File: src/rtl/core/iem_queue.sv
module iem_queue #(
    parameter int WIDTH = 8
) (
    input  logic             clk,
    input  logic             rst_n,
    input  logic             push,
    input  logic [WIDTH-1:0] push_data,
    output logic             full,
    input  logic             pop,
    output logic             not_empty,
    output logic [WIDTH-1:0] pop_data
);

    logic [WIDTH-1:0] entry_reg [2];
    logic             wr_ptr_reg;
    logic             rd_ptr_reg;
    logic [1:0]       count_reg;

    assign full      = (count_reg == 2'd2);
    assign not_empty = (count_reg != 2'd0);
    assign pop_data  = entry_reg[rd_ptr_reg];

    // entry storage
    always_ff @(posedge clk)
    begin
        if (push)
        begin
            entry_reg[wr_ptr_reg] <= push_data;
        end
    end

    // pointers and fill level
    always_ff @(posedge clk or negedge rst_n)
    begin
        if (!rst_n)
        begin
            wr_ptr_reg <= 1'b0;
            rd_ptr_reg <= 1'b0;
            count_reg  <= 2'd0;
        end
        else
        begin
            if (push)
            begin
                wr_ptr_reg <= ~wr_ptr_reg;
            end
            if (pop)
            begin
                rd_ptr_reg <= ~rd_ptr_reg;
            end
            count_reg <= count_reg + {1'b0, push} - {1'b0, pop};
        end
    end

`ifndef ASSERT_OFF
    a_no_overflow: assert property (@(posedge clk) disable iff (!rst_n)
        full |-> !push || pop)
        else $error("queue written while full");
`endif

endmodule

File: config.mk
export PLATFORM = sky130hd
export DESIGN_NAME = iem_queue
export DESIGN_NICKNAME = d
export VERILOG_FILES = /design/src/rtl/core/iem_queue.sv
export SDC_FILE = /design/constraint.sdc
export NUM_CORES = 1
export LEC_CHECK = 0
export ABC_AREA = 1
export BUFFER_PORTS_ARGS = -buffer_cell sky130_fd_sc_hd__buf_2
export CORE_MARGIN = 1
export CORE_UTILIZATION = 49
export DETAILED_ROUTE_END_ITERATION = 10
export GPL_ROUTABILITY_DRIVEN = 0
export PLACE_DENSITY = 0.73
export SETUP_SLACK_MARGIN = 0.15
export SYNTH_ARGS = -nofsm -noshare
export SYNTH_HDL_FRONTEND = slang
export SYNTH_SLANG_ARGS = --single-unit
File: constraint.sdc
create_clock -name clk -period 1.25 [get_ports clk]
set_input_delay 0.25 -clock clk [delete_from_list [all_inputs] [get_ports clk]]
set_output_delay 0.25 -clock clk [all_outputs]
set_load 0.01 [all_outputs]
==> summary.md, run 1 <==
The level count of the clock H-tree was 1. For this design the top-level I/O count stands at 22. The distinct cell type count after synthesis was 12. The run finished, with violations left.

Buffers placed on the I/O ports in this run total 21. In this run the power density over the cells is 2149 mW/mm^2. The run gives 0 as the post-route antenna net violation count. After detailed routing, the number of vias per cell comes to 4.839. The placed instances occupy a cell area of 949.7 um^2. For the pin with the worst max-slew slack, the measured transition is 179.7 ps. The total global-route track usage was 0.1568. TritonCTS built the clock tree. Setup violations remaining at the end of the flow were counted as 8.

The floorplan step defined a die boundary enclosing 0.001864 mm^2. The post-synthesis share of cell area spent on xor and xnor gates was 0.02108; the post-synthesis sequential element count was 20. The number of diodes added for antenna fixing was 0. In this run the static leakage power is 0.4835 nW. Wires add up to 1.319 mm. The tree is rooted in a sky130_fd_sc_hd__clkbuf_4. STA classifies the critical path endpoint as a primary output. In this run the worst path has a maximum fanout of 8. The number of hold violations in the final report came out at 0. For the worst setup path, the data required time is 1000 ps. The number of warnings reported in the yosys synthesis log is 0, and the width of the die is 43.18 um. Clock tree synthesis inserted a total of 3 buffers. The later-pin clock latency in the skew report is 280 ps, and the area share of fa/ha/maj cells after synthesis is 0.03012.

The tools report the initial core utilization as 0.5390. The simple-gate area share of the yosys netlist came out at 0.08283. The number of design rule violations left after detail routing was 0. The arrival time at the worst endpoint is 1130 ps.

The register with the most flip-flops in the layout has 16 of them. Final worst-path setup slack: -126.5 ps. A synthesized cell averages 12.40 um^2. The tools report the final cell area excluding filler cells as 0.001070 mm^2. The run gives 2.063 mm as the global-route wire length before repair. After synthesis, the cell types taking the most area are sky130_fd_sc_hd__edfxtp_1 (58%), sky130_fd_sc_hd__dfrtp_1 (12%), sky130_fd_sc_hd__inv_1 (6.8%). The initial antenna violation count was 0. The checks that failed: negative setup slack. The fraction of layout instances using a drive strength above 1 came out at 0.5208.

The fraction of the cycle the final worst path needs is 1.101. The initial DRC count came out at 9. The run gives 3 as the number of search-and-repair iterations in the first detailed-routing pass.

The run gives 508 as the number of global-route vias before repair. The tightest hold path in the finished design has a slack of 142.1 ps. Entering global routing, the biggest net connects 12 pins. Compared with the post-synthesis result, the final layout area differs by 28.77%. Synthesis produced a netlist with a net count of 81. The share of the synthesized area in the top cell type was 0.5783. Max-cap violations in this run came to 0. The routed wirelength normalized by instance count is 11.78 um. The maximum clock path buffer count came out at 2.

The count of pins over their slew limit is 0. The HPWL after detailed placement is 895.3 um. Across the VDD grid, the largest voltage drop is 1.387 mV. Setup repair after global routing could not meet its margin everywhere.

In the final design database the tool counted 111 nets. The detailed-route via count was 542. The synthesized-area fraction occupied by ao, oa, aoi and oai cells is 0.06175, and the number of clock sinks is 20. The multiplexer share of the synthesized area works out to 0.

The relative slew slack is 0.8799. The run gives 726.5 MHz as the timing-limited maximum frequency. Clock-pin slew was measured on the worst setup and hold paths at 100 ps. The run gives 67 as the gate count of the mapped netlist.

The final critical delay including setup and external delays is 1376 ps, and the aggregate global routing overflow is 0. Worst min-delay path category: in -> reg. From bottom edge to top edge, the die measures 43.18 um. Of all cell types, the one taking the most synthesized area is sky130_fd_sc_hd__edfxtp_1. The tools report the area of the core as 0.001541 mm^2.

Part of the Yosys area used for sequential elements: 0.6988. Across the routed clock network, the largest skew measured is 2.819 ps. The floorplan row count is 14. The synthesized netlist occupies a cell area of 830.8 um^2. The worst setup path is of the reg -> out kind. The worst setup path is launched from a register. Largest family of logic cells by synthesized area: buffers and inverters.
per-layer routing:
metal | vias to the layer above | part of all wire | GRT usage | wire [um]
met5 | - | 0 | 0 | 0
met4 | 0 | 0.041 | 0.05455 | 54
met3 | 6 | 0.036 | 0.03830 | 47
met2 | 15 | 0.54 | 0.2716 | 708
met1 | 250 | 0.39 | 0.1884 | 509
li1 | 271 | - | - | -
cell families after synthesis:
family                     after synthesis
AOI/OAI and AO/OA                        8
xor gates and xnor gates                 2
adders and majority gates                2
buffers and inverters                   17
DFF                                     20
and+or+nand+nor                         18
through the flow:
stage                     power [mW]  instances    util  setup TNS (ps)  worst slack (ps)
after detailed placement       1.752        105  0.6161               0             116.2
final                          2.299        112  0.6940          -824.2            -126.5
after floorplan                1.535         67       -               0             186.9
after global routing           2.458        112  0.6940           -1312            -181.3
after global placement         1.712        105  0.6161               0             148.9
after CTS                      2.188        112  0.6656          -886.6            -118.6
Yosys cell counts:
| library cell | n |
|---|---|
| sky130_fd_sc_hd__ha_1 | 2 |
| sky130_fd_sc_hd__edfxtp_1 | 16 |
| sky130_fd_sc_hd__nor2_1 | 2 |
| sky130_fd_sc_hd__nand3_1 | 1 |
| sky130_fd_sc_hd__nand2_1 | 15 |
| sky130_fd_sc_hd__xor2_1 | 2 |
| sky130_fd_sc_hd__o21ai_0 | 5 |
| sky130_fd_sc_hd__buf_6 | 1 |
| sky130_fd_sc_hd__dfrtp_1 | 4 |
| sky130_fd_sc_hd__buf_12 | 1 |
| sky130_fd_sc_hd__o21ai_2 | 3 |
| sky130_fd_sc_hd__inv_1 | 15 |
timing repair:
action	4_1_cts	5_1_grt
pin swaps	1	7
setup endpoints to repair	11	20
hold buffers	1	0
resized for setup	13	12
setup buffers	2	0
hold endpoints to repair	4	0
cloned	0	0
layout make-up:
class,instances,area (um^2)
fillers,126,471.7
inverters,15,60.06
multi-input cells,30,222.7
repair buffers,27,160.2
well taps,16,20.02
flip-flops and latches,20,580.6
clock buffers,4,26.28
cells in the final DEF, fill, tap and decap left out, types with 2 or more instances in the layout:
master and n:
sky130_fd_sc_hd__buf_2 21, sky130_fd_sc_hd__buf_4 3, sky130_fd_sc_hd__buf_6 2, sky130_fd_sc_hd__clkbuf_4 3, sky130_fd_sc_hd__dfrtp_1 4, sky130_fd_sc_hd__edfxtp_1 16, sky130_fd_sc_hd__ha_4 2, sky130_fd_sc_hd__inv_1 10
sky130_fd_sc_hd__inv_2 4, sky130_fd_sc_hd__nand2_1 11, sky130_fd_sc_hd__nand2_2 4, sky130_fd_sc_hd__nor2_2 2, sky130_fd_sc_hd__o21ai_2 7, sky130_fd_sc_hd__xor2_1 2
worst max-delay path: stages (launching register included):
cell and delay, ps:
sky130_fd_sc_hd__dfrtp_1 420, sky130_fd_sc_hd__buf_6 150, sky130_fd_sc_hd__o21ai_2 130, sky130_fd_sc_hd__buf_2 150
where the power goes:
| part | switching, mW | total, mW | internal, mW |
|---|---|---|---|
| Sequential | 0.0842 | 0.989 | 0.904 |
| Clock | 0.177 | 0.300 | 0.124 |
| Combinational | 0.562 | 1.01 | 0.447 |
worst paths after layout:
check | start | endpoint | slack, ps | cells after the start
max | rd_ptr_reg | pop_data[2] | -130 | 3
min | push_data[4] | entry_reg[0][4] | 140 | 1
max reg2reg | count_reg[0] | count_reg[1] | 110 | 6
min reg2reg | wr_ptr_reg | wr_ptr_reg | 530 | 1
max in group asynchronous | rst_n | count_reg[1] | 830 | 2
min in group asynchronous | rst_n | wr_ptr_reg | 300 | 2
(Power assumes the default switching activity.)
==> run 2: changes to the inputs <==
Settings changed: CORE_UTILIZATION 49 to 41, PLACE_DENSITY 0.73 to 0.63.
==> summary.md, run 2 (synthesized netlist as in run 1, its figures left out) <==
Level count of the clock H-tree: 1. TritonCTS built the clock tree. The fraction of layout instances using a drive strength above 1 is 0.5816, and the initial DRC count is 4. In this run the count of I/O pins placed on the die edge is 22. The top cell types in the final layout, fill and taps aside, are sky130_fd_sc_hd__buf_2 (21), sky130_fd_sc_hd__edfxtp_1 (16), sky130_fd_sc_hd__inv_1 (11). The relative slew slack came out at 0.7875. The total area inside the core boundary comes to 0.001821 mm^2. The min-delay analysis places its worst path in the category in -> reg. The area growth from synthesis to layout came out at 38.55%. The tools report the startpoint type of the worst setup path as a register. The total global-route track usage was 0.1317; the fraction of the cycle the final worst path needs was 1.133. The floorplan row count was 15. The run gives 0 as the count of pins over their slew limit. The clock-pin slew on the worst setup and hold paths is 110 ps, and the post-route antenna net violation count is 0. The maximum number of pins on one net before global-route repair is 13, and the transition time at the pin with the least slew margin is 318.4 ps.

The maximum clock path buffer count was 2. The tools report the accumulated negative setup slack as -1190 ps. Wires add up to 1.301 mm.

Setup violations remaining at the end of the flow were counted as 8. Leaving out fill and tap cells, the most frequent cell in the layout is sky130_fd_sc_hd__buf_2. The number of global-route vias before repair is 449. Post-route core utilization: 0.6323. The final cell area excluding filler cells came out at 0.001151 mm^2.

The clock arrives with 1.527 ps of skew. The later-pin clock latency in the skew report is 290 ps. The tools report the number of diodes added for antenna fixing as 0.

The total overflow left after global routing is 0. The first detailed-routing pass took 4 iterations. The final reports fail on negative setup slack.

The flow ran to the end, but the final reports show violations. The endpoint required time on the critical path came out at 1000 ps. The logs give 1170 ps for the arrival time at the worst endpoint and 113 for the final layout net count. In the routed layout, each cell is associated on average with a via count of 4.398. Once detailed placement completed, the half-perimeter wirelength came to 820.2 um. The routed wirelength normalized by instance count came out at 10.58 um. The maximum vdd drop is 1.403 mV. In this run the horizontal extent of the chip is 47.02 um. The areal power density over the cells came out at 2290 mW/mm^2. The most critical setup path has its startpoint at rd_ptr_reg. The worst flop-to-flop path startpoint was rd_ptr_reg.

The logs give 541 for the detailed-route via count and 0 for the number of hold violations in the final report. The clock net in this run drives a total of 20 sinks. For the leakage power of the design, the log shows 0.5224 nW. Setup repair after global routing could not meet its margin everywhere. The die is 47.02 um tall. Summing all placed instances gives a cell area of 945.9 um^2. The initial core utilization is 0.4564. The die covers 0.002210 mm^2.

The register with the most flip-flops in the layout has 16 of them. The logs give -165.7 ps for the final worst-path setup slack and 3 for the number of buffers created by CTS. The category of the critical setup timing path is reg -> out. The worst path in the final design needs a cycle of 1416 ps, including I/O delays and setup. The cell chosen for the clock root is sky130_fd_sc_hd__clkbuf_4.

Timing would allow up to 706.4 MHz. STA classifies the critical path endpoint as a primary output. For this run, design rule violations remaining after detail routing come to 0.

The global-route wire length before repair is 1.897 mm, and the max-capacitance violation count is 0. Startpoint of the tightest hold check path: push_data[1]. The maximum fanout count along the critical path is 4, and the quantity of I/O buffers inserted on ports is 21. The tools report the initial antenna violation count as 0.
==> run 2: cell types whose count changed in the layout (fill, tap and decap cells not counted) <==
cell and change:
sky130_fd_sc_hd__buf_8 +1, sky130_fd_sc_hd__o21ai_2 +1, sky130_fd_sc_hd__nand2_1 -3, sky130_fd_sc_hd__clkinvlp_4 -1, sky130_fd_sc_hd__clkbuf_1 -1, sky130_fd_sc_hd__inv_1 +1, sky130_fd_sc_hd__o21ai_1 -1, sky130_fd_sc_hd__buf_12 +1
sky130_fd_sc_hd__dfrtp_2 +1, sky130_fd_sc_hd__dfrtp_1 -1, sky130_fd_sc_hd__bufinv_16 +1, sky130_fd_sc_hd__nand2_2 +3
==> run 2: routing by layer <==
metal / wire length, um / global-route usage / vias to the layer above
li1: - / - / 274
met1: 578 / 0.1595 / 253
met2: 668 / 0.2167 / 12
met3: 43 / 0.03462 / 2
met4: 10 / 0.06857 / 0
met5: 0 / 0 / -
==> run 2: worst max-delay path, stage by stage (launching register included) <==
cell                      delay (ps)
sky130_fd_sc_hd__dfrtp_2         470
sky130_fd_sc_hd__buf_12          150
sky130_fd_sc_hd__o21ai_2         110
sky130_fd_sc_hd__buf_2           140
==> run 2: layout make-up <==
class	instances	area [um^2]
Timing Repair Buffer	29	195.2
Fill cell	161	669.4
Clock inverter	1	30.03
Multi-Input combinational cell	30	234.0
Tap cell	25	31.28
Sequential cell	20	581.8
Clock buffer	3	22.52
Inverter	15	56.30
==> run 2: power by group <==
part,leakage [nW],switching (mW),internal (mW),total (mW)
Clock,0.0279,0.187,0.324,0.511
Combinational,0.298,0.563,0.548,1.11
Sequential,0.196,0.106,0.908,1.01
Total,0.522,0.856,1.78,2.64
==> run 2: final timing paths <==
check | to | slack [ps] | cells after the start
min in group asynchronous | count_reg[1] | 280 | 2
hold reg to reg | wr_ptr_reg | 530 | 1
hold / removal | entry_reg[0][1] | 140 | 1
max in group asynchronous | rd_ptr_reg | 840 | 2
setup reg to reg | rd_ptr_reg | 120 | 4
setup / recovery | pop_data[7] | -170 | 3
==> run 2: what timing repair did <==
| action | 4_1_cts | 5_1_grt |
|---|---|---|
| buffers inserted | 4 | 2 |
| setup endpoints to repair | 11 | 12 |
| pin swaps | 5 | 5 |
| endpoints found under the hold margin | 4 | 0 |
| gates cloned | 0 | 0 |
| hold buffers | 1 | 0 |
| resized for setup | 16 | 17 |
==> run 2: per-stage QoR <==
| stage | hold slack (ps) | power (mW) | cells | worst slack (ps) |
|---|---|---|---|---|
| 3_3_place_gp | 63.47 | 1.675 | 112 | -32.02 |
| 2_1_floorplan | -45.59 | 1.535 | 67 | 186.9 |
| 6_report | 139.5 | 2.636 | 123 | -165.7 |
| 4_1_cts | 135.4 | 2.380 | 121 | -156.8 |
| 5_1_grt | 117.8 | 2.818 | 123 | -231.3 |
| 3_5_place_dp | 61.62 | 1.691 | 112 | -33.66 |
