### config.mk
export PLATFORM = sky130hd
export DESIGN_NAME = iem_front
export DESIGN_NICKNAME = d
export VERILOG_FILES = /design/src/rtl/core/iem_pkg.sv /design/src/rtl/core/iem_front.sv
export SDC_FILE = /design/constraint.sdc
export NUM_CORES = 1
export LEC_CHECK = 0
export BUFFER_PORTS_ARGS = -buffer_cell sky130_fd_sc_hd__buf_2
export CAP_MARGIN = 20
export CORE_MARGIN = 2
export CORE_UTILIZATION = 40
export DETAILED_ROUTE_END_ITERATION = 16
export GPL_TIMING_DRIVEN = 1
export PLACE_DENSITY = 0.66
export SKIP_LAST_GASP = 1
export SLEW_MARGIN = 10
export SYNTH_ARGS = -nofsm -noshare
export SYNTH_HDL_FRONTEND = slang
export SYNTH_SLANG_ARGS = --single-unit
export TNS_END_PERCENT = 1
### constraint.sdc
create_clock -name clk -period 12.3 [get_ports clk]
set_clock_uncertainty 0.05 [all_clocks]
set_input_delay 1.845 -clock clk [delete_from_list [all_inputs] [get_ports clk]]
set_output_delay 1.845 -clock clk [all_outputs]
set_load 0.1 [all_outputs]
### src/rtl/core/iem_pkg.sv
package iem_pkg;

    // fraction bits of the base-2 logarithm
    localparam int LOG_FRAC = 24;
    // log2(10) in q.24, rounded to nearest
    localparam logic [31:0] LOG2_TEN_Q24 = 32'd55732705;
    // psnr in 1/256 db: 10 * 256 per decade
    localparam logic [15:0] SNR_MAX = 16'hFFFF;
    // 2560 / LOG2_TEN_Q24 scaled by 2^40, truncated
    localparam int SNR_SHIFT = 40;
    localparam logic [25:0] SNR_RECIP = 26'((64'd2560 << SNR_SHIFT) / 64'(LOG2_TEN_Q24));

    typedef struct packed {
        logic [15:0] pixel_ref;
        logic [15:0] pixel_test;
        logic        last_pixel;
    } in_word_t;

    typedef struct packed {
        logic [39:0] mean_sq_error;
        logic [23:0] mean_abs_error;
        logic [15:0] peak_snr;
        logic        perfect_match;
        logic [24:0] pixel_total;
    } out_word_t;

    typedef enum logic [3:0] {
        ST_IDLE,
        ST_DIV_SQ,
        ST_DIV_ABS,
        ST_NORM,
        ST_LOG,
        ST_SQR_MAX,
        ST_MUL_N,
        ST_SNR_MUL,
        ST_SNR_FIX,
        ST_DONE
    } back_state_t;

endpackage

### src/rtl/core/iem_front.sv
module iem_front #(
    parameter int PIXEL_BITS = 16,
    parameter int COUNT_BITS = 24,
    localparam int SQ_W  = 2 * PIXEL_BITS + COUNT_BITS,
    localparam int ABS_W = PIXEL_BITS + COUNT_BITS,
    localparam int CNT_W = COUNT_BITS + 1,
    localparam int ENT_W = SQ_W + ABS_W + CNT_W
) (
    input  logic              clk,
    input  logic              rst_n,
    input  logic              in_valid,
    output logic              in_ready,
    input  iem_pkg::in_word_t in_data,
    input  logic              q_full,
    output logic              q_push,
    output logic [ENT_W-1:0]  q_data
);

    logic [SQ_W-1:0]         sq_reg, sq_next;
    logic [ABS_W-1:0]        abs_reg, abs_next;
    logic [CNT_W-1:0]        cnt_reg, cnt_next;
    logic [PIXEL_BITS-1:0]   a, b, d;
    logic [2*PIXEL_BITS-1:0] d_sq;
    logic                    accept;

    assign in_ready = !q_full;
    assign accept   = in_valid && in_ready;
    assign q_push   = accept && in_data.last_pixel;
    assign q_data   = {sq_next, abs_next, cnt_next};

    // difference and running sums, pairs beyond the count limit are dropped
    always_comb
    begin
        a = in_data.pixel_ref[PIXEL_BITS-1:0];
        b = in_data.pixel_test[PIXEL_BITS-1:0];
        d = (a >= b) ? (a - b) : (b - a);
        d_sq = (2*PIXEL_BITS)'(d) * (2*PIXEL_BITS)'(d);
        sq_next  = sq_reg;
        abs_next = abs_reg;
        cnt_next = cnt_reg;
        if (!cnt_reg[CNT_W-1])
        begin
            sq_next  = sq_reg + SQ_W'(d_sq);
            abs_next = abs_reg + ABS_W'(d);
            cnt_next = cnt_reg + 1'b1;
        end
    end

    always_ff @(posedge clk or negedge rst_n)
    begin
        if (!rst_n)
        begin
            sq_reg  <= '0;
            abs_reg <= '0;
            cnt_reg <= '0;
        end
        else if (accept)
        begin
            if (in_data.last_pixel)
            begin
                sq_reg  <= '0;
                abs_reg <= '0;
                cnt_reg <= '0;
            end
            else
            begin
                sq_reg  <= sq_next;
                abs_reg <= abs_next;
                cnt_reg <= cnt_next;
            end
        end
    end

`ifndef ASSERT_OFF
    a_count_limit: assert property (@(posedge clk) disable iff (!rst_n)
        cnt_reg[CNT_W-1] |-> cnt_reg[CNT_W-2:0] == '0)
        else $error("pair count beyond limit");
`endif

endmodule

==> results of run 1 <==
==> layout by cell type, fill, tap and decap left out, types with 8 or more instances in the layout <==
cell | Yosys | routed
ha_1 | 156 | 151
dfrtp_1 | 121 | 120
o21a_1 | 15 | 15
inv_1 | 386 | 382
a21o_1 | 30 | 30
nand3_1 | 47 | 47
a211oi_1 | 14 | 12
a21oi_1 | 84 | 79
buf_2 | 12 | 114
nor2_1 | 130 | 119
o21ai_0 | 126 | 119
xor2_1 | 57 | 54
nor3_1 | 42 | 40
and2_1 | 18 | 16
o211ai_1 | 14 | 14
nor2b_1 | 18 | 17
a22o_1 | 34 | 34
nand2_1 | 273 | 269
and3_1 | 34 | 33
o21bai_1 | 12 | 12
buf_12 | 0 | 48
o21ai_1 | 6 | 9
clkbuf_16 | 0 | 17
xnor2_2 | 1 | 11
xnor2_1 | 71 | 60
nand4_1 | 32 | 32
mux2i_1 | 27 | 25
buf_4 | 9 | 146
nor2_2 | 2 | 8
or3_1 | 10 | 9
o221ai_1 | 11 | 10
fa_1 | 197 | 195
==> area by class of cell <==
cell class | instances | area [sq um] | area share, %
sequential | 121 | 3030 | 13.4
timing repair buffer | 311 | 2660 | 11.8
multi-input combinational | 1617 | 14000 | 62.0
inverter | 395 | 1500 | 6.60
clock inverter | 13 | 215 | 0.951
clock buffer | 19 | 443 | 1.96
tap | 600 | 751 | 3.32
==> kinds of logic (layout without fill, tap and decap cells) <==
logic type	Yosys count	after routing	synth area share, %
flip-flops	121	121	16.4
multiplexers	36	36	2.04
adder cells (fa/ha/maj)	353	353	31.9
buffers and inverters	501	738	10.6
AND/OR/NAND/NOR	642	642	16.0
AO/OA/AOI/OAI	455	456	16.9
XOR/XNOR	130	130	6.24
==> repair_timing <==
action	CTS	global route
setup buffers	1	18
gates resized for setup	9	92
gates cloned	0	1
setup endpoints to repair	22	39
pin swaps	1	34
==> stage by stage <==
step                      setup slack (ns)  util, %  cells  hold slack (ns)
after floorplan                     -0.788        -   2238            0.421
after global placement             -0.0919     46.8   3022            0.443
after detailed placement            -0.192     46.8   3023            0.452
after CTS                          -0.0690     48.4   3056            0.467
after global routing                -0.132     49.8   3076            0.496
final                                0.169     49.8   3076            0.460
==> worst min path at each step <==
stage	startpoint	endpoint	slack, ns	depth (start not counted)
final	sq_reg[19]	sq_reg[19]	0.46	2
after global routing	abs_reg[14]	abs_reg[14]	0.50	2
after CTS	sq_reg[19]	sq_reg[19]	0.47	2
after detailed placement	abs_reg[14]	abs_reg[14]	0.45	2
after global placement	sq_reg[27]	sq_reg[27]	0.44	2
after floorplan	sq_reg[19]	sq_reg[19]	0.42	2
==> layer usage <==
layer | global-route usage [%] | part of all wire, %
met1 | 30.6 | 43
met2 | 38.2 | 48
met3 | 3.67 | 6.3
met4 | 7.16 | 3.2
met5 | 0 | 0
==> critical path, delay by kind of cell <==
| family | cells | cell delay, ns |
|---|---|---|
| adder cells (fa/ha/maj) | 9 | 4.04 |
| multiplexers | 1 | 0.29 |
| XOR/XNOR | 2 | 0.31 |
| AND/OR/NAND/NOR | 6 | 1.45 |
| buffers and inverters | 10 | 1.28 |
| AO/OA/AOI/OAI | 4 | 1.00 |
==> reports/qor.yml, run 1 <==
area_growth_pct: 22.4
via_count: 16700
drt_iter0_drc: 1150
grt_pass1_vias: 16800
worst_setup_hold_path_clk_slew_ns: 0.06
fp.dieArea_sq_mm: 0.0480
hold_class: "reg -> reg"
tightest_slew_ns: 0.960
cts.path.max_buffers: 2
ys_types: 90
antenna_found_initial: 0
cp.required_ns: 10.40
postRouteAntennaNets: 0
gp_congestion: 0.968
syn_nets: 2628
cp-start-kind: "input pin"
timing.final.crit_share_pct: 98.6
slowest_delay_ns: 0.57
synth_edf_count: 0
final_hold_viol_count: 0
setup_viol: 0
crit_fanout: 7
finalInstanceArea_sq_mm: 0.0226
die-height_um: 219
synth_top_area_cell: "fa_1"
timing.rr.start: "sq_reg[3]"
yosysWarnings: 0
overflow: 0
worstPathArrival_ns: 10.24
insertion_delay_ns: 0.43
nFillCells: 4339
wirelength_um: 54600
synth_area_sq_mm: 0.0185
seq_area_frac_synth_pct: 16.4
grt_pass1_wl_um: 88200
endpoint: "q_data[106]"
crit_type: "in -> out"
synth_seq_cells: 121
drcViolationCount: 0
first_pass_iters: 5
post_drt_via_cell_ratio: 5.43
reg2reg_slack_ns: 7.04
ioPinCount: 160
max_slew_margin_pct: 35.4
crit_top_cell: "fa_1"
cts_tree: "built"
synth.avg_cell_area_sq_um: 8.26
status: "completed"
drv_cap: 0
netlist.area_leader.share_pct: 21.3
grt_max_degree: 78
nets: 2853
cts_hold_buf: 0
start_util_pct: 40.7
clock-root-buffer: "clkbuf_16"
place_area_sq_mm: 0.0213
finalSetupTns_ns: 0
die_w_um: 219
startpoint: "in_data[1]"
num_rows: 78
synth_ff_type: "dfrtp_1"
crit_slowest_cell: "fa_1"
synth_most_common_cell: "inv_1"
fin_crit_ns: 12.13
port_buffers: 159
core-area_sq_mm: 0.0455
r2r.worst_path.cells: 17
cts_max_level: 4
crit_path_end_kind: "primary output"
timing.fmax_mhz: 82.4
drive_gt1_share_pct: 19.1
track_usage_pct: 22.9
antenna_cells: 0
synthCells: 2238
ys_top_cells_by_count: "386 x inv_1, 273 x nand2_1, 197 x fa_1, 156 x ha_1, 130 x nor2_1"
numCtsBuffers: 17
wl_per_cell_um: 17.8
rr_endpoint: "sq_reg[41]"
cts_sinks: 121
async_reset_ff_share_pct: 100
hpwl_um: 42400
slew_violations: 0
synth_area_leaders: "fa_1 21%, dfrtp_1 16%, ha_1 11%, inv_1 7.8%, nand2_1 5.5%"
rsz0062_at_grt: "true"
largest_register_ffs: 56
Power of run 1 is not shown: default switching activity piles up to over one toggle a cycle in this logic, so the estimate is an artifact.
==> inputs of run 2 (changes only) <==
Settings changed: TNS_END_PERCENT 1 to not set.
Clock period 12.3 ns to 15.1 ns, I/O delays scaled along.
==> run 2 against run 1 <==
  * Global-route usage is 0.37 points lower
  * First-iteration DRC count grew 6.1%
  * Cell count decreased by 4.5%
  * Critical path depth stayed put
  * Hold slack gained 0.00059 ns
==> reports/qor.yml, run 2 (same netlist as run 1, synthesis figures left out) <==
die-height_um: 219  # unchanged
r2r.worst_path.cells: 17  # unchanged
final_hold_viol_count: 0  # unchanged
start_util_pct: 40.7  # unchanged
cts_hold_buf: 0  # unchanged
endpoint: "q_data[108]"
crit_slowest_cell: "xor2_1"
port_buffers: 159  # unchanged
crit_path_end_kind: "primary output"
rr_endpoint: "sq_reg[38]"
fp.dieArea_sq_mm: 0.0480  # unchanged
final_common_cell: "inv_1"
gp_congestion: 0.929  # -4.0%
cts.path.max_buffers: 2  # unchanged
cts_tree: "built"
area_growth_pct: 10.1
drv_cap: 0  # unchanged
die_w_um: 219  # unchanged
slew_violations: 0  # unchanged
clock-root-buffer: "clkbuf_16"
track_usage_pct: 22.6  # -0.37 points
cts_setup_buffers: 0  # -1
timing.rr.start: "sq_reg[8]"
fin_crit_ns: 14.51
critPathTopFamily: "adder cells"
timing.fmax_mhz: 68.9
cts_sinks: 121  # unchanged
insertion_delay_ns: 0.43  # about the same
cts_max_level: 4  # unchanged
post_drt_via_cell_ratio: 5.49  # +1.0%
grt_pass1_vias: 15900  # -4.9%
ioPinCount: 160  # unchanged
multi_input_area_sq_mm: 0.0135  # -3.6%
via_count: 16100  # -3.5%
setup_viol: 0  # unchanged
cts-resized-gates: 0  # -9
tightest_slew_ns: 1.04  # +0.0845 ns
startpoint: "in_data[1]"
rsz0062_at_grt: "false"
postRouteAntennaNets: 0  # unchanged
core-area_sq_mm: 0.0455  # unchanged
final_cell_mix: "386 x inv_1, 272 x nand2_1, 197 x fa_1"
wl_per_cell_um: 18.1  # +1.8%
wirelength_um: 53100  # -2.7%
crit_top_cell: "fa_1"
slowest_delay_ns: 0.72  # +0.15 ns
drive_gt1_share_pct: 11.5  # -7.6 points
cp-start-kind: "input pin"
reg2reg_slack_ns: 9.37  # +2.33 ns
grt_max_degree: 75  # -3.8%
drt_iter0_drc: 1220  # +6.1%
final-seq-area_sq_mm: 0.00303  # unchanged
overflow: 0  # unchanged
hold_class: "reg -> reg"
antenna_found_initial: 0  # unchanged
drcViolationCount: 0  # unchanged
crit_buf_inv: 8  # -2
whs_ns: 0.461  # +0.000590 ns
num_rows: 78  # unchanged
status: "completed"
worstPathArrival_ns: 12.19  # +1.95 ns
timing.final.crit_share_pct: 96.1
cp.required_ns: 12.79  # +2.39 ns
crit_type: "in -> out"
finalSetupTns_ns: 0  # unchanged
worst_setup_hold_path_clk_slew_ns: 0.06  # about the same
numCtsBuffers: 17  # unchanged
first_pass_iters: 5  # unchanged
crit_cells: 32  # unchanged
nFillCells: 4541  # +4.7%
nets: 2716  # -4.8%
max_slew_margin_pct: 29.9  # -5.5 points
largest_register_ffs: 56  # unchanged
grt_pass1_wl_um: 86300  # -2.2%
antenna_cells: 0  # unchanged
crit_fanout: 12  # +5
hpwl_um: 41400  # -2.3%
-- run 2: worst min-delay path by stage --
stage / from / end / slack, ns / depth (start not counted)
floorplan: sq_reg[19] / sq_reg[19] / 0.42 / 2
global placement: sq_reg[30] / sq_reg[30] / 0.45 / 2
detailed placement: sq_reg[30] / sq_reg[30] / 0.45 / 2
CTS: sq_reg[30] / sq_reg[30] / 0.46 / 2
global route: sq_reg[33] / sq_reg[33] / 0.51 / 2
finish: sq_reg[30] / sq_reg[30] / 0.46 / 2
-- run 2: metrics by stage --
stage,instances,instance area (sq um),util [%],setup slack (ns)
6_report,2939,20400,44.8,0.593
3_3_place_gp,2906,19700,43.3,0.653
4_1_cts,2939,20400,44.8,0.690
3_5_place_dp,2907,19700,43.4,0.756
2_1_floorplan,2238,18500,-,0.963
5_1_grt,2939,20400,44.8,0.0331
-- run 2: final cells by class --
cell class	instances	share of cell area (%)
flip-flops and latches	121	14.9
multi-input cells	1616	66.5
clock inverters	13	0.811
clock buffers	19	2.23
repair buffers	175	4.61
inverters	395	7.29
well taps	600	3.69
-- run 2: worst register-to-register path, stage by stage, from the launching register on --
cell	delay (ns)
dfrtp_1	0.34
inv_1	0.08
fa_1	0.53
inv_1	0.05
fa_1	0.49
inv_1	0.05
fa_1	0.46
fa_1	0.56
inv_1	0.04
ha_1	0.25
nor3_1	0.19
o21ai_1	0.09
a31oi_1	0.57
a2111oi_2	0.20
o31ai_1	0.51
nand2_1	0.45
and3_1	0.34
o311ai_0	0.35
-- run 2: layer usage --
metal	vias up	GRT usage, %	share of wire (%)
li1	7596	-	-
met1	7934	30.9	44
met2	521	37.3	48
met3	81	3.31	6.1
met4	0	6.01	2.2
met5	-	0	0
Power of run 2 is left out for the same reason.
==> inputs of run 3 (changes only) <==
Settings changed: PLACE_DENSITY 0.66 to not set, PLACE_DENSITY_LB_ADDON set to 0.1.
==> run 3 against run 2 <==
  * Global-route usage increased by 1.1 points
  * Non-clock buffer count increased by 4
  * Via count decreased by 1.8%
  * Die area unchanged
  * First-iteration DRC count decreased by 19%
  * Flip-flop and latch count unchanged
==> reports/qor.yml, run 3 (same netlist as run 1, synthesis figures left out) <==
die_w_um: 219  # unchanged
insertion_delay_ns: 0.45  # +0.02 ns
worstPathArrival_ns: 12.18  # about the same
antenna_found_initial: 0  # unchanged
slowest_delay_ns: 0.56  # -0.16 ns
drv_cap: 0  # unchanged
timing.fmax_mhz: 69.0  # about the same
core-area_sq_mm: 0.0455  # unchanged
antenna_cells: 0  # unchanged
cts_sinks: 121  # unchanged
drcViolationCount: 0  # unchanged
hold_class: "reg -> reg"
nets: 2720  # +0.15%
fp.dieArea_sq_mm: 0.0480  # unchanged
gp_congestion: 0.906  # -2.5%
track_usage_pct: 23.7  # +1.1 points
max_slew_margin_pct: 33.5  # +3.6 points
rsz0062_at_grt: "false"
area_growth_pct: 10.0  # about the same
cts_max_level: 4  # unchanged
overflow: 0  # unchanged
post_drt_via_cell_ratio: 5.38  # -1.9%
cts.path.max_buffers: 2  # unchanged
crit_type: "in -> out"
clock-root-buffer: "clkbuf_16"
setup_viol: 0  # unchanged
numCtsBuffers: 17  # unchanged
status: "completed"
drt_iter0_drc: 987  # -19%
cts_setup_buffers: 0  # unchanged
cts_tree: "built"
via_count: 15800  # -1.8%
final_hold_viol_count: 0  # unchanged
grt_pass1_wl_um: 88700  # +2.8%
cts_hold_buf: 0  # unchanged
slew_violations: 0  # unchanged
top_layer: "met4"
ioPinCount: 160  # unchanged
die-height_um: 219  # unchanged
drive_gt1_share_pct: 11.8  # +0.24 points
wirelength_um: 54900  # +3.3%
cp.required_ns: 12.79  # about the same
timing.final.crit_share_pct: 96.0  # about the same
num_rows: 78  # unchanged
wl_met3_um: 2710  # -17%
largest_register_ffs: 56  # unchanged
start_util_pct: 40.7  # unchanged
worst_setup_hold_path_clk_slew_ns: 0.05  # about the same
fin_crit_ns: 14.50  # -0.0106 ns
nFillCells: 4607  # +1.5%
first_pass_iters: 5  # unchanged
wl_met1_um: 25200  # +8.0%
finalSetupTns_ns: 0  # unchanged
wl_per_cell_um: 18.7  # +3.2%
final_common_cell: "inv_1"
crit_top_cell: "fa_1"
grt_pass1_vias: 15900  # -0.082%
cp-start-kind: "input pin"
port_buffers: 159  # unchanged
hpwl_um: 42600  # +3.0%
postRouteAntennaNets: 0  # unchanged
crit_slowest_cell: "clkinvlp_4"
crit_fanout: 12  # unchanged
tightest_slew_ns: 0.998  # -0.0467 ns
crit_path_end_kind: "primary output"
met2_length_um: 25700  # +1.1%
grt_max_degree: 77  # +2.7%
final_cell_mix: "385 x inv_1, 272 x nand2_1, 197 x fa_1"
run 3: changes by cell type in the layout (fill, tap and decap cells not counted), sizes merged:
cell,previous run,this run
clkbuf,19,20
clkinv,9,5
bufinv,3,1
inv,395,394
buf,175,179
clkinvlp,1,7
run 3: routing by layer:
metal	track usage (%)	up-vias
met3	3.84	60
met4	6.58	0
met1	32.8	7812
li1	-	7589
met2	38.4	384
met5	0	-
run 3: area by class of cell:
type | count | area (sq um) | share of cell area [%]
multi-input cells | 1616 | 13500 | 66.6
clock buffers | 20 | 467 | 2.29
well taps | 600 | 751 | 3.69
clock inverters | 12 | 115 | 0.566
inverters | 395 | 1490 | 7.31
flip-flops and latches | 121 | 3030 | 14.9
repair buffers | 179 | 952 | 4.68
run 3: what timing repair did:
| item | CTS | global route |
|---|---|---|
| endpoints found under the setup margin | 0 | 7 |
| hold endpoints to repair | 0 | 0 |
| gates resized for setup | 0 | 3 |
run 3: path summary, 6_finish.rpt:
path / start / endpoint / slack (ns) / cells past startpoint
min: sq_reg[27] / sq_reg[27] / 0.46 / 2
max in group asynchronous: rst_n / sq_reg[21] / 11.82 / 2
max: in_data[10] / q_data[104] / 0.60 / 30
min in group asynchronous: rst_n / cnt_reg[19] / 1.74 / 1
max reg2reg: sq_reg[13] / sq_reg[39] / 9.34 / 15
min reg2reg: sq_reg[27] / sq_reg[27] / 0.46 / 2
run 3: worst max-delay path: cells and delay by family:
family | cells | cell delay [ns]
xor gates and xnor gates | 1 | 0.21
AOI/OAI and AO/OA | 10 | 3.71
and+or+nand+nor | 4 | 0.85
adders and majority gates | 8 | 3.84
buffers and inverters | 7 | 1.30
run 3: stage by stage:
stage	utilization [%]	instance area (sq um)	std cells	setup WS [ns]	hold WS [ns]
after floorplan	-	18500	2238	0.963	0.421
after global placement	43.4	19800	2911	0.403	0.445
after detailed placement	43.4	19800	2911	0.313	0.445
after CTS	44.7	20300	2943	0.309	0.457
after global routing	44.7	20400	2943	0.113	0.484
final	44.7	20400	2943	0.603	0.456
Power of run 3 is left out for the same reason.
